$ cat src/rtl/telnet_iac_stream_parser_top_assert.svh
// Assertion macros for the Telnet IAC stream parser.
// The assertions sample on the rising edge of i_clk and are not checked while i_rst_n is low.
`ifndef TELNET_IAC_STREAM_PARSER_TOP_ASSERT_SVH
`define TELNET_IAC_STREAM_PARSER_TOP_ASSERT_SVH
`ifndef SYNTHESIS
`define TISP_ASSERT(lbl, prop, msg) \
    lbl: assert property (@(posedge i_clk) disable iff (!i_rst_n) prop) else $error(msg);
`define TISP_ASSERT_NEVER(lbl, expr, msg) \
    `TISP_ASSERT(lbl, !(expr), msg)
`else
`define TISP_ASSERT(lbl, prop, msg)
`define TISP_ASSERT_NEVER(lbl, expr, msg)
`endif
`endif

$ cat src/rtl/tisp_pkg.sv
`default_nettype none
package tisp_pkg;

    localparam int SUB_COUNT_BITS = 16;
    localparam int QUEUE_DEPTH    = 4;
    localparam int QUEUE_PTR_W    = $clog2(QUEUE_DEPTH);
    localparam int QUEUE_CNT_W    = $clog2(QUEUE_DEPTH + 1);

    localparam logic [7:0] B_IAC  = 8'd255;
    localparam logic [7:0] B_SE   = 8'd240;
    localparam logic [7:0] B_SB   = 8'd250;
    localparam logic [7:0] B_WILL = 8'd251;

    typedef enum logic [2:0] {
        KIND_DATA = 3'd0,
        KIND_CTRL = 3'd1,
        KIND_NEG  = 3'd2,
        KIND_SUBB = 3'd3,
        KIND_SUBE = 3'd4
    } t_kind;

    typedef enum logic [2:0] {
        OP_DATA      = 3'd0,
        OP_CTRL      = 3'd1,
        OP_NEG       = 3'd2,
        OP_SUB_START = 3'd3,
        OP_SUB_BYTE  = 3'd4,
        OP_SUB_END   = 3'd5
    } t_op;

    typedef struct packed {
        t_op        op;
        logic [7:0] a;
        logic [7:0] b;
    } t_token;

    typedef struct packed {
        logic full;
        logic empty;
    } t_queue_status;

endpackage
`default_nettype wire

$ cat src/rtl/tisp_front.sv
`default_nettype none
module tisp_front (
    input  wire                   i_clk,
    input  wire                   i_rst_n,
    input  wire                   i_valid,
    input  wire  [7:0]            i_byte,
    input  wire                   i_full,
    output logic                  o_ready,
    output logic                  o_push,
    output tisp_pkg::t_token      o_token
);

    typedef enum logic [3:0] {
        ST_DATA = 4'b0001,
        ST_CMD  = 4'b0010,
        ST_OPT  = 4'b0100,
        ST_SUB  = 4'b1000
    } t_state;

    t_state     r_state, n_state;
    logic       r_pending, n_pending;
    logic [7:0] r_held_cmd, n_held_cmd;
    logic       accept;
    logic       gen;

    assign o_ready = !i_full;
    assign accept  = i_valid && o_ready;
    assign o_push  = accept && gen;

    always_comb begin
        n_state    = r_state;
        n_pending  = r_pending;
        n_held_cmd = r_held_cmd;
        gen        = 1'b0;
        o_token    = '{op: tisp_pkg::OP_DATA, a: i_byte, b: 8'd0};
        if (accept) begin
            unique case (r_state)
                ST_DATA: begin
                    if (i_byte == tisp_pkg::B_IAC) begin
                        n_state = ST_CMD;
                    end else begin
                        gen = 1'b1;
                    end
                end
                ST_CMD: begin
                    if (i_byte == tisp_pkg::B_IAC) begin
                        n_state = ST_DATA;
                        gen     = 1'b1;
                    end else if (i_byte == tisp_pkg::B_SB || i_byte >= tisp_pkg::B_WILL) begin
                        n_held_cmd = i_byte;
                        n_state    = ST_OPT;
                    end else begin
                        n_state    = ST_DATA;
                        gen        = 1'b1;
                        o_token.op = tisp_pkg::OP_CTRL;
                    end
                end
                ST_OPT: begin
                    gen = 1'b1;
                    if (r_held_cmd == tisp_pkg::B_SB) begin
                        n_state    = ST_SUB;
                        n_pending  = 1'b0;
                        o_token.op = tisp_pkg::OP_SUB_START;
                    end else begin
                        n_state    = ST_DATA;
                        o_token.op = tisp_pkg::OP_NEG;
                        o_token.a  = r_held_cmd;
                        o_token.b  = i_byte;
                    end
                end
                ST_SUB: begin
                    if (r_pending) begin
                        n_pending = 1'b0;
                        gen       = 1'b1;
                        if (i_byte == tisp_pkg::B_SE) begin
                            n_state    = ST_DATA;
                            o_token.op = tisp_pkg::OP_SUB_END;
                        end else begin
                            o_token.op = tisp_pkg::OP_SUB_BYTE;
                        end
                    end else if (i_byte == tisp_pkg::B_IAC) begin
                        n_pending = 1'b1;
                    end else begin
                        gen        = 1'b1;
                        o_token.op = tisp_pkg::OP_SUB_BYTE;
                    end
                end
                default: begin
                    n_state = ST_DATA;
                end
            endcase
        end
    end

    always_ff @(posedge i_clk) begin
        if (!i_rst_n) begin
            r_state    <= ST_DATA;
            r_pending  <= 1'b0;
            r_held_cmd <= 8'd0;
        end else begin
            r_state    <= n_state;
            r_pending  <= n_pending;
            r_held_cmd <= n_held_cmd;
        end
    end

endmodule
`default_nettype wire

$ cat src/rtl/tisp_queue.sv
`default_nettype none
`include "telnet_iac_stream_parser_top_assert.svh"
module tisp_queue (
    input  wire                       i_clk,
    input  wire                       i_rst_n,
    input  wire                       i_push,
    input  tisp_pkg::t_token          i_token,
    input  wire                       i_pop,
    output tisp_pkg::t_token          o_token,
    output tisp_pkg::t_queue_status   o_status
);

    tisp_pkg::t_token                     r_mem [tisp_pkg::QUEUE_DEPTH];
    logic [tisp_pkg::QUEUE_PTR_W-1:0]     r_wr_ptr, r_rd_ptr;
    logic [tisp_pkg::QUEUE_CNT_W-1:0]     r_count;
    logic                                 do_push, do_pop;

    assign o_status.full  = (r_count == tisp_pkg::QUEUE_CNT_W'(tisp_pkg::QUEUE_DEPTH));
    assign o_status.empty = (r_count == '0);
    assign do_push        = i_push && !o_status.full;
    assign do_pop         = i_pop && !o_status.empty;
    assign o_token        = r_mem[r_rd_ptr];

    always_ff @(posedge i_clk) begin
        if (do_push) begin
            r_mem[r_wr_ptr] <= i_token;
        end
    end

    always_ff @(posedge i_clk) begin
        if (!i_rst_n) begin
            r_wr_ptr <= '0;
            r_rd_ptr <= '0;
            r_count  <= '0;
        end else begin
            if (do_push) begin
                r_wr_ptr <= r_wr_ptr + tisp_pkg::QUEUE_PTR_W'(1);
            end
            if (do_pop) begin
                r_rd_ptr <= r_rd_ptr + tisp_pkg::QUEUE_PTR_W'(1);
            end
            if (do_push && !do_pop) begin
                r_count <= r_count + tisp_pkg::QUEUE_CNT_W'(1);
            end else if (do_pop && !do_push) begin
                r_count <= r_count - tisp_pkg::QUEUE_CNT_W'(1);
            end
        end
    end

    `TISP_ASSERT_NEVER(a_count_range, (r_count > tisp_pkg::QUEUE_CNT_W'(tisp_pkg::QUEUE_DEPTH)), "Queue occupancy exceeds its depth.")
    `TISP_ASSERT(a_empty_ptrs, (o_status.empty |-> (r_wr_ptr == r_rd_ptr)), "Empty queue has unequal pointers.")
    `TISP_ASSERT(a_push_grows, ((do_push && !do_pop) |=> (r_count == $past(r_count) + tisp_pkg::QUEUE_CNT_W'(1))), "Queue occupancy did not grow on a push.")

endmodule
`default_nettype wire

$ cat src/rtl/tisp_back.sv
`default_nettype none
module tisp_back (
    input  wire                       i_clk,
    input  wire                       i_rst_n,
    input  tisp_pkg::t_token          i_token,
    input  tisp_pkg::t_queue_status   i_status,
    output logic                      o_pop,
    input  wire                       i_tready,
    output logic                      o_tvalid,
    output logic [39:0]               o_tdata,
    output logic [2:0]                o_tuser
);

    localparam int LEN_W = (tisp_pkg::SUB_COUNT_BITS > 16) ? tisp_pkg::SUB_COUNT_BITS : 16;

    logic                                   r_valid;
    tisp_pkg::t_kind                        r_kind, n_kind;
    logic [7:0]                             r_value, n_value;
    logic [7:0]                             r_cmd, n_cmd;
    logic [7:0]                             r_opt, n_opt;
    logic [15:0]                            r_len, n_len;
    logic [7:0]                             r_sub_opt, n_sub_opt;
    logic [tisp_pkg::SUB_COUNT_BITS-1:0]    r_count, n_count;
    logic [LEN_W-1:0]                       count_ext;
    logic [15:0]                            sat_len;
    logic                                   emit;

    assign o_pop    = !i_status.empty && (!r_valid || i_tready);
    assign o_tvalid = r_valid;
    assign o_tdata  = {r_len, r_opt, r_cmd, r_value};
    assign o_tuser  = r_kind;
    assign count_ext = LEN_W'(r_count);
    assign sat_len  = (count_ext > LEN_W'(16'hFFFF)) ? 16'hFFFF : count_ext[15:0];

    always_comb begin
        n_kind    = tisp_pkg::KIND_DATA;
        n_value   = 8'd0;
        n_cmd     = 8'd0;
        n_opt     = 8'd0;
        n_len     = 16'd0;
        n_sub_opt = r_sub_opt;
        n_count   = r_count;
        emit      = 1'b0;
        if (o_pop) begin
            unique case (i_token.op)
                tisp_pkg::OP_DATA: begin
                    emit    = 1'b1;
                    n_value = i_token.a;
                end
                tisp_pkg::OP_CTRL: begin
                    emit   = 1'b1;
                    n_kind = tisp_pkg::KIND_CTRL;
                    n_cmd  = i_token.a;
                end
                tisp_pkg::OP_NEG: begin
                    emit   = 1'b1;
                    n_kind = tisp_pkg::KIND_NEG;
                    n_cmd  = i_token.a;
                    n_opt  = i_token.b;
                end
                tisp_pkg::OP_SUB_START: begin
                    n_sub_opt = i_token.a;
                    n_count   = '0;
                end
                tisp_pkg::OP_SUB_BYTE: begin
                    emit    = 1'b1;
                    n_kind  = tisp_pkg::KIND_SUBB;
                    n_value = i_token.a;
                    n_opt   = r_sub_opt;
                    if (r_count != '1) begin
                        n_count = r_count + tisp_pkg::SUB_COUNT_BITS'(1);
                    end
                end
                tisp_pkg::OP_SUB_END: begin
                    emit    = 1'b1;
                    n_kind  = tisp_pkg::KIND_SUBE;
                    n_opt   = r_sub_opt;
                    n_len   = sat_len;
                    n_count = '0;
                end
                default: begin
                    emit = 1'b0;
                end
            endcase
        end
    end

    always_ff @(posedge i_clk) begin
        if (!i_rst_n) begin
            r_valid   <= 1'b0;
            r_sub_opt <= 8'd0;
            r_count   <= '0;
        end else begin
            r_sub_opt <= n_sub_opt;
            r_count   <= n_count;
            if (emit) begin
                r_valid <= 1'b1;
            end else if (i_tready) begin
                r_valid <= 1'b0;
            end
        end
    end

    always_ff @(posedge i_clk) begin
        if (emit) begin
            r_kind  <= n_kind;
            r_value <= n_value;
            r_cmd   <= n_cmd;
            r_opt   <= n_opt;
            r_len   <= n_len;
        end
    end

endmodule
`default_nettype wire

$ cat src/rtl/telnet_iac_stream_parser_top.sv
// Telnet receive-side IAC parser. One received byte is taken per transfer on the slave
// side, and a new byte can be accepted every clock cycle while the queue is not full. Each
// byte gives zero or one result on the master side; a result passes through the parsing
// stage, a four-entry queue and the output register. The queue lets the parser keep accepting
// bytes while the master side stalls, until the queue is full.
`default_nettype none
module telnet_iac_stream_parser_top (
    input  wire          i_clk,
    input  wire          i_rst_n,
    input  wire          i_s_tvalid,
    output logic         o_s_tready,
    input  wire  [7:0]   i_s_tdata,    // [7:0] rx_byte
    output logic         o_m_tvalid,
    input  wire          i_m_tready,
    output logic [39:0]  o_m_tdata,    // [7:0] out_value, [15:8] command_code,
                                       // [23:16] option_code, [39:24] sub_length
    output logic [2:0]   o_m_tuser     // [2:0] kind
);

    logic                       push;
    logic                       pop;
    tisp_pkg::t_token           push_token;
    tisp_pkg::t_token           pop_token;
    tisp_pkg::t_queue_status    status;

    tisp_front u_front (
        .i_clk   (i_clk),
        .i_rst_n (i_rst_n),
        .i_valid (i_s_tvalid),
        .i_byte  (i_s_tdata),
        .i_full  (status.full),
        .o_ready (o_s_tready),
        .o_push  (push),
        .o_token (push_token)
    );

    tisp_queue u_queue (
        .i_clk    (i_clk),
        .i_rst_n  (i_rst_n),
        .i_push   (push),
        .i_token  (push_token),
        .i_pop    (pop),
        .o_token  (pop_token),
        .o_status (status)
    );

    tisp_back u_back (
        .i_clk    (i_clk),
        .i_rst_n  (i_rst_n),
        .i_token  (pop_token),
        .i_status (status),
        .o_pop    (pop),
        .i_tready (i_m_tready),
        .o_tvalid (o_m_tvalid),
        .o_tdata  (o_m_tdata),
        .o_tuser  (o_m_tuser)
    );

endmodule
`default_nettype wire
$ cat config.mk
export PLATFORM = sky130hd
export DESIGN_NAME = telnet_iac_stream_parser_top
export DESIGN_NICKNAME = d
export VERILOG_FILES = /design/src/rtl/tisp_pkg.sv /design/src/rtl/tisp_front.sv /design/src/rtl/tisp_queue.sv /design/src/rtl/tisp_back.sv /design/src/rtl/telnet_iac_stream_parser_top.sv
export VERILOG_INCLUDE_DIRS = /design/src /design/src/rtl
export SDC_FILE = /design/constraint.sdc
export NUM_CORES = 1
export LEC_CHECK = 0
export BUFFER_PORTS_ARGS = -buffer_cell sky130_fd_sc_hd__buf_4
export CAP_MARGIN = 40
export CORE_ASPECT_RATIO = 0.6
export CORE_MARGIN = 4
export CORE_UTILIZATION = 50
export CTS_BUF_LIST = sky130_fd_sc_hd__clkbuf_4 sky130_fd_sc_hd__clkbuf_8
export CTS_CLUSTER_SIZE = 28
export DETAILED_ROUTE_END_ITERATION = 7
export GPL_TIMING_DRIVEN = 1
export PLACE_DENSITY = 0.68
export REMOVE_ABC_BUFFERS = 1
export SETUP_SLACK_MARGIN = 0.4
export SYNTH_ARGS = -nofsm -noshare
export SYNTH_HDL_FRONTEND = slang
export SYNTH_HIERARCHICAL = 1
export SYNTH_SLANG_ARGS = --single-unit
export TNS_END_PERCENT = 100
$ cat constraint.sdc
create_clock -name i_clk -period 5.7 [get_ports i_clk]
set_input_delay 0.855 -clock i_clk [delete_from_list [all_inputs] [get_ports i_clk]]
set_output_delay 0.855 -clock i_clk [all_outputs]
set_load 0.01 [all_outputs]
==> flow_results.org, run 1 <==
** Run status
- Run status :: complete, no violations

** Layout
- Counting the fill cells in the layout gives 1081.
- The net count of the finished layout is 591.
- Proportion of layout cells with a drive suffix above 1 :: 25.3%
- Relative to the synthesized area, the layout overhead comes to 14.2%.
- Post-layout utilization of the core :: 59.0%
- The finished cells cover 8160 µm².
- Number of diodes :: 0
- The count of cells in the finished layout, fillers not included, comes to 777.

** Worst hold path
- Path class of the lowest-slack min-delay path :: reg2reg

** Die
- Floorplan die area :: 16300 µm²
- Initial standard-cell utilization of the core :: 51.6%
- In this run the core area contains 33 standard-cell rows.
- Vert. Die Dim :: 101 µm
- After floorplanning, the core was sized to cover 13800 µm².
- Number of primary I/O pins :: 57
- The die is 162 µm wide.

** Synth
- Area fraction of the dominant cell type after synthesis :: 50.0%
- The Yosys step of the flow raised 6 warnings.
- The synthesized netlist occupies a cell area of 7140 µm².
- Dominant cells by area after synthesis :: sky130_fd_sc_hd__edfxtp_1, sky130_fd_sc_hd__dfxtp_1, sky130_fd_sc_hd__mux4_2
- Cell taking the most area after synthesis :: sky130_fd_sc_hd__edfxtp_1
- Synthesis produced a netlist whose cell count is 514.
- Avg Cell Area, Syn :: 13.9 µm²
- The netlist uses 66 different library cells.
- Sequential element share of the synthesized area :: 63.2%
- Flops & latches, synth :: 166
- Synth Flop Type :: sky130_fd_sc_hd__edfxtp_1
- Post-synth ARST share :: 0%
- In this run, synthesis inferred 119 flip-flops with an integrated enable.

** Pwr
- For this design the ratio of total power to cell area is 454 nW/µm².
- Overall power of the completed layout :: 3.70 mW
- Combinational share of power :: 31.9%
- Of the total power, the share spent switching nets is 32.7%.
- Worst vdd ir :: 257 µV
- Of the total power, registers draw 45.7%.
- Summed over all nets, the switching power comes to 1.21 mW.
- Summed over all cells, the static leakage comes to 2.86 nW.
- Total internal power :: 2.49 mW
- The clock network is responsible for 22.4% of the overall power.

** Critical path
- The critical path is of the reg2reg type.
- Along the worst path, the maximum fanout reaches 10.
- The worst setup path is launched from a flop.
- STA classifies the critical path endpoint as a flop.
- Critical path data arrival time :: 3790 ps
- Data on the critical path is required at its endpoint by 6060 ps.

** CTS
- The tree is rooted in a sky130_fd_sc_hd__clkbuf_8.
- Clock latency on the worst-skew pair, taken at its later pin, is 440 ps.
- Quantity of hold-fixing buffers added after cts :: 0
- In this run, CTS created clock tree buffers numbering 17.
- CTS clock-pin slew for the worst setup and hold paths :: 90 ps
- Post CTS Setup Buffer Count :: 0
- CTS tree :: yes
- The tree built by TritonCTS fans out to 166 sinks.
- # resized after CTS :: 0
- Level count of the clock H-tree :: 4
- Maximum buffer depth of the clock tree :: 2

** STA
- Final WS setup :: 2270 ps
- For the final routed database, the setup TNS stands at 0 ps.
- On the final layout, the worst clock skew is 12.4 ps.
- Hold timing on the final database bottoms out at a slack of 502 ps.
- For the pin with the worst max-slew slack, the measured transition is 871 ps.
- Total count of hold-check failures in the final report :: 0
- For this run, the top clock speed supported by timing is 0.291 GHz.
- Final Critical Period :: 3430 ps
- Setup repair after global routing left no endpoint under its margin.
- Final number of setup-violating endpoints :: 0
- Worst max-slew margin expressed relative to the limit :: 41.4%
- Of the available clock period, the critical path in the final layout requires 60.2%.
- Slew Limit Fails :: 0

** GRT
- Pin count of the biggest net entering global routing :: 36
- The first global-routing pass estimated 22400 µm of wire.
- For this run, the total global-route usage over all layers was measured as 17.8%.
- Total gr overflow :: 0
- Number of global-route vias before repair :: 4090
- The number of antenna violations at the first check in global routing came to 0.

** Detailed routing
- After detailed routing, the total wire length is 14000 µm.
- Number of DRC violations after detailed-routing iteration 0 :: 352
- After detailed routing, the average wire length per cell comes to 18.1 µm.
- For this run, the detailed router's first-pass iteration total came to 5.
- In the routed layout, each cell is associated on average with a via count of 5.76.
- Summing over every cut layer, the via total after detailed routing is 4472.
- In the routed design, unresolved DRC markers number 0.
- The count of nets left with antenna violations once routing finished came out at 0.

** Place
- At the placement stage, the worst setup path has a slack of 1990 ps.
- Number of placed instances, taps included :: 745
- Placement-stage cell area :: 7760 µm²
- HPWL reported at the end of detailed placement :: 9890 µm
- Routability-driven placement finished with a final weighted congestion of 0.877.
- # port buffers :: 56

** Job
- Count of maximum capacitance violations :: 0
## worst max-delay path: stages, from the launching register on
cell and delay, ps:
sky130_fd_sc_hd__dfxtp_1 500, sky130_fd_sc_hd__nor4b_1 630, sky130_fd_sc_hd__o21ai_0 210, sky130_fd_sc_hd__a31oi_1 190
sky130_fd_sc_hd__nor2b_1 470, sky130_fd_sc_hd__ha_1 270, sky130_fd_sc_hd__inv_1 60, sky130_fd_sc_hd__fa_1 370
sky130_fd_sc_hd__xor2_1 150, sky130_fd_sc_hd__or3_1 300, sky130_fd_sc_hd__a21boi_0 200
## worst paths after layout
kind	end	slack [ps]	from	cells past startpoint
max	u_queue/r_count[2]$_SDFFE_PN0P_	2270	u_front/r_state[3]$_SDFFE_PN0P_	10
min	u_front/r_held_cmd[2]$_SDFFE_PN0P_	500	u_front/r_held_cmd[2]$_SDFFE_PN0P_	2
max reg2reg	u_queue/r_count[2]$_SDFFE_PN0P_	2270	u_front/r_state[3]$_SDFFE_PN0P_	10
min reg2reg	u_front/r_held_cmd[2]$_SDFFE_PN0P_	500	u_front/r_held_cmd[2]$_SDFFE_PN0P_	2
## cell usage after synthesis (all sizes together), types with 2 or more instances
cell / number
a22o: 8
clkbuf: 9
nor4: 8
nor2b: 4
nand2: 28
o31ai: 3
nand4: 7
and3: 19
mux4: 19
or4b: 2
and4: 2
mux2: 6
nor3: 8
nand3b: 2
xor2: 3
or2: 4
or3: 2
o21ai: 27
xnor2: 5
a21oi: 16
o21a: 6
o41ai: 4
o221a: 2
nand3: 11
nor2: 30
or4: 2
buf: 16
a31oi: 5
mux2i: 14
edfxtp: 119
nand2b: 3
nand4b: 3
dfxtp: 47
nor3b: 2
inv: 10
a31o: 2
o211ai: 2
ha: 6
and2: 34
nor4b: 4
## metal layers
metal | up-vias | share of wire [%] | track usage, %
met5 | - | 0 | 0
met4 | 0 | 0.97 | 4.87
met3 | 16 | 8.8 | 4.25
met2 | 207 | 41 | 23.8
met1 | 2166 | 49 | 28.6
li1 | 2083 | - | -
## power by group through the flow
stage,sequential [mW],clock (mW),combinational (mW)
after floorplan,1.83,0,0.572
after global placement,1.72,0,1.10
after detailed placement,1.72,0,1.19
after CTS,1.69,0.851,1.19
after global routing,1.72,0.897,1.29
final,1.69,0.830,1.18
## final cells by class
class | count | area [µm²] | share of cell area [%]
clock buffers | 19 | 255 | 3.13
clock inverters | 13 | 139 | 1.70
well taps | 192 | 240 | 2.94
flip-flops and latches | 166 | 4510 | 55.3
inverters | 11 | 41.3 | 0.506
repair buffers | 64 | 538 | 6.60
multi-input cells | 312 | 2430 | 29.8
## cells by family after synthesis
group	count (synthesis)	share of synthesized area (%)
DFF	166	63.2
xor gates and xnor gates	8	0.981
buffers and inverters	36	2.89
adders and majority gates	7	1.33
and+or+nand+nor	176	14.4
muxes	39	9.06
AOI/OAI and AO/OA	82	8.18
## cells in the final DEF, fill, tap and decap left out, drive strengths merged, types with 3 or more instances in the layout
cell	n
inv	16
nor4	8
nand2b	3
mux2i	14
clkinv	7
or2	4
o41ai	4
a22o	8
nand2	28
nor4b	4
buf	64
clkbuf	19
a21oi	16
nand4b	3
nand4	7
and3	19
o31ai	3
nor3	8
ha	6
xor2	3
nor2	30
edfxtp	119
dfxtp	47
a31oi	5
mux4	19
xnor2	5
nand3	11
nor2b	4
and2	34
o21a	6
mux2	6
o21ai	27
## registers in the layout, indices dropped and copies added, names as in the netlist, named ones only
signal              flops
u_back/r_len           16
u_queue/r_mem          76
u_back/r_cmd            8
u_front/r_pending       1
u_back/o_tvalid         1
u_queue/r_wr_ptr        2
u_queue/r_rd_ptr        2
u_back/r_sub_opt        8
u_front/r_state         4
u_back/o_tuser          3
u_back/r_opt            8
u_back/r_value          8
u_front/r_held_cmd      8
u_queue/r_count         3
u_back/count_ext       16
No activity file was read; power rests on OpenSTA's default activity.
==> inputs of run 2 (changes only) <==
Clock period 5.7 ns to 3.3 ns, I/O delays scaled along.
==> run 2 against run 1 <==
  * Final area increased by 1.0%
  * Count of clock-buffer cells in the layout unchanged
  * Setup slack got worse by 1700 ps
  * Maximum frequency is 25% higher
  * Sequential power grew 74%
  * Register-to-register slack lost 1700 ps
  * Power increased by 74%
  * Non-clock buffer count grew 9
  * Global-route usage is 1.1 points higher
  * First-iteration DRC count up 8.5%
  * Sequential share of layout area fell by 0.42 points
  * Die area is the same
  * Largest cell class unchanged
  * Highest routed layer unchanged
==> flow_results.org, run 2 (synthesis results as in run 1) <==
** Critical path
- The combined buffer and inverter count along the critical path came to 2 (was 1).
- The critical path required time came to 3670 ps (was 6060 ps).
- The endpoint class of the critical path is a flop (unchanged).
- Critical Setup Path Class :: reg2reg (unchanged)
- The cell family with the largest share of critical-path delay is simple AND/OR/NAND/NOR gates (unchanged).
- The critical path arrival is 3120 ps (was 3790 ps).
- Startpoint kind of the worst setup timing path :: flop (unchanged)
- The master of the slowest instance on the critical path is sky130_fd_sc_hd__dfxtp_2 (was sky130_fd_sc_hd__nor4b_1).
- Largest incremental delay on the critical path :: 400 ps (was 630 ps)
- Critical Path, Cell by Cell :: nor4b_4 -> buf_4 -> o21ai_0 -> a31oi_1 -> nor2b_4 -> ha_1 -> inv_1 -> fa_1 -> xor2_1 -> or3_1 -> a21boi_0 (was nor4b_1 -> o21ai_0 -> a31oi_1 -> nor2b_1 -> ha_1 -> inv_1 -> fa_1 -> xor2_1 -> or3_1 -> a21boi_0)
- Maximum fanout along the worst path :: 10 (unchanged)

** Pwr
- The power density relative to cell area came to 783 nW/µm² (was 454 nW/µm²).
- The switching power share of the total was 33.0% (was 32.7%).
- The fraction of power consumed by sequential logic was 45.5% (was 45.7%).
- The power share of the combinational group was 32.1% (was 31.9%).
- The internal cell power is 4.32 mW (was 2.49 mW).
- The switching power summed over all nets was 2.13 mW (was 1.21 mW).
- Overall power of the completed layout :: 6.45 mW (was 3.70 mW)
- Worst vdd ir :: 395 µV (was 257 µV)
- The static leakage power came to 2.91 nW (was 2.86 nW).
- The share of total power in the clock network came to 22.4% (about the same).

** Detailed routing
- The average vias per placed instance was 5.69 (was 5.76).
- The count of vias placed by the detailed router is 4475 (was 4472).
- The overall routed net length came to 14700 µm (was 14000 µm).
- Antenna-violating nets left :: 0 (unchanged)
- The remaining design rule violation count was 0 (unchanged).
- Routed len/inst :: 18.8 µm (was 18.1 µm)
- Number of DRC violations after detailed-routing iteration 0 :: 382 (was 352)
- The first-pass iteration count of the detailed router is 5 (unchanged).

** Layout
- The antenna diode count is 0 (unchanged).
- Commonest cells after routing, fill and taps aside :: sky130_fd_sc_hd__edfxtp_1, sky130_fd_sc_hd__buf_4, sky130_fd_sc_hd__dfxtp_1, sky130_fd_sc_hd__and2_1, sky130_fd_sc_hd__nor2_1 (unchanged)
- Fin nets :: 600 (was 591)
- Most frequent standard cell in the layout excluding fill and tap cells :: sky130_fd_sc_hd__edfxtp_1 (unchanged)
- Signed area change from the synthesized netlist to the final layout :: 15.3% (was 14.2%)
- Register ranked first by flip-flop count :: u_queue/r_mem (unchanged)
- The number of flip-flops under the largest register name came to 76 (unchanged).
- Proportion of layout cells with a drive suffix above 1 :: 28.3% (was 25.3%)

** CTS
- The number of post-CTS setup repair buffers is 0 (unchanged).
- The H-tree depth reported by CTS was 4 (unchanged).
- The clock buffer count from CTS is 17 (unchanged).
- The CTS tree is yes (unchanged).
- CTS clock-pin slew for the worst setup and hold paths :: 100 ps (was 90 ps)
- Maximum buffer depth of the clock tree :: 2 (unchanged)
- The insertion delay to the later sink of the worst-skew pair came to 440 ps (about the same).
- The root cell of the clock tree is sky130_fd_sc_hd__clkbuf_8 (unchanged).
- The hold buffer count at CTS is 0 (unchanged).
- The number of sinks handled by clock tree synthesis is 166 (unchanged).

** GRT
- The residual overflow from global routing was 0 (unchanged).
- The via count of the first global-routing pass came to 4182 (was 4090).
- Global-route wire length before repair :: 23400 µm (was 22400 µm)
- Pin count of the biggest net entering global routing :: 37 (was 36)
- The overall global routing resource usage was 18.8% (was 17.8%).
- Antenna violations before repair :: 0 (unchanged)

** Die
- Number of primary I/O pins :: 57 (unchanged)
- Floorplan die area :: 16300 µm² (unchanged)
- The area of the placeable core is 13800 µm² (unchanged).
- The die height is 101 µm (unchanged).
- Total number of placement rows :: 33 (unchanged)
- Initial standard-cell utilization of the core :: 51.6% (unchanged)
- Horizontal die dimension :: 162 µm (unchanged)

** STA
- The period utilization was 83.3% (was 60.2%).
- Slew Limit Fails :: 0 (unchanged)
- Highest Clock Rate :: 0.364 GHz (was 0.291 GHz)
- Worst clock skew :: 18.2 ps (was 12.4 ps)
- The actual transition at the worst max-transition pin is 857 ps (was 871 ps).
- The final setup violation count came to 0 (unchanged).
- The sum of negative setup slack is 0 ps (unchanged).
- The worst-case headroom to the max-slew limit came to 42.3% (was 41.4%).
- The clock period minus worst slack came to 2750 ps (was 3430 ps).
- The number of hold violations in the final report was 0 (unchanged).
- RSZ-0062 raised after global routing: no (unchanged).

** Place
- Routability-driven placement congestion ratio :: 0.868 (was 0.877)
- # port buffers :: 56 (unchanged)
- The estimated wirelength of the detail-placed design was 10200 µm (was 9890 µm).

** Worst hold path
- The kind of path behind the tightest hold check is in2reg (was reg2reg).

** Run status
- Run status :: complete, no violations (unchanged)

** Job
- The number of max-cap violations was 0 (unchanged).
==> run 2: power groups by stage <==
stage          Clock (mW)  Combinational [mW]  Sequential [mW]
2_1_floorplan           0               0.988             3.16
3_3_place_gp            0                2.01             2.96
3_5_place_dp            0                2.06             2.99
4_1_cts              1.48                2.07             2.94
5_1_grt              1.57                2.26             2.98
6_report             1.45                2.07             2.94
==> run 2: path summary, 6_finish.rpt <==
check        cells after the start                            endpoint  slack [ps]                               start
max                             11     u_queue/r_count[2]$_SDFFE_PN0P_         550     u_front/r_state[1]$_SDFFE_PN0P_
min                              3  u_front/r_held_cmd[2]$_SDFFE_PN0P_         350                        i_s_tdata[2]
max reg2reg                     11     u_queue/r_count[2]$_SDFFE_PN0P_         550     u_front/r_state[1]$_SDFFE_PN0P_
min reg2reg                      1  u_front/r_held_cmd[3]$_SDFFE_PN0P_         500  u_front/r_held_cmd[3]$_SDFFE_PN0P_
==> run 2: final cells by class <==
type                    instances  area (µm²)
well taps                     192         240
clock buffers                  19         255
flip-flops and latches        166        4520
inverters                      11        41.3
clock inverters                13         136
repair buffers                 73         561
multi-input cells             312        2480
fillers                      1060        5590
==> run 2: worst register-to-register path, cell delays in order, from the launching register on <==
cell,delay (ps)
sky130_fd_sc_hd__dfxtp_2,400
sky130_fd_sc_hd__nor4b_4,300
sky130_fd_sc_hd__buf_4,170
sky130_fd_sc_hd__o21ai_0,100
sky130_fd_sc_hd__a31oi_1,250
sky130_fd_sc_hd__nor2b_4,200
sky130_fd_sc_hd__ha_1,190
sky130_fd_sc_hd__inv_1,60
sky130_fd_sc_hd__fa_1,380
sky130_fd_sc_hd__xor2_1,160
sky130_fd_sc_hd__or3_1,300
sky130_fd_sc_hd__a21boi_0,160
==> run 2: repair_timing <==
action                                  in CTS  in global routing
gates resized for setup                      2                 14
cloned                                       0                  0
endpoints found under the setup margin       1                  1
==> run 2: stage by stage <==
step / cell area (µm²) / hold slack, ps / worst slack (ps) / cells / util, %
global placement: 7790 / 474 / 408 / 754 / 56.3
detailed placement: 7790 / 479 / 307 / 754 / 56.3
finish: 8240 / 349 / 551 / 786 / 59.6
global route: 8240 / 338 / 363 / 786 / 59.6
CTS: 8190 / 317 / 488 / 786 / 59.2
floorplan: 6980 / 449 / -1020 / 489 / -
==> run 2: metal layers <==
layer  global-route usage (%)  vias up  share of wire [%]
met4                     3.90        0               0.62
met2                     24.8      188                 39
li1                         -     2096                  -
met1                     30.9     2179                 52
met3                     4.86       12                8.0
met5                        0        -                  0
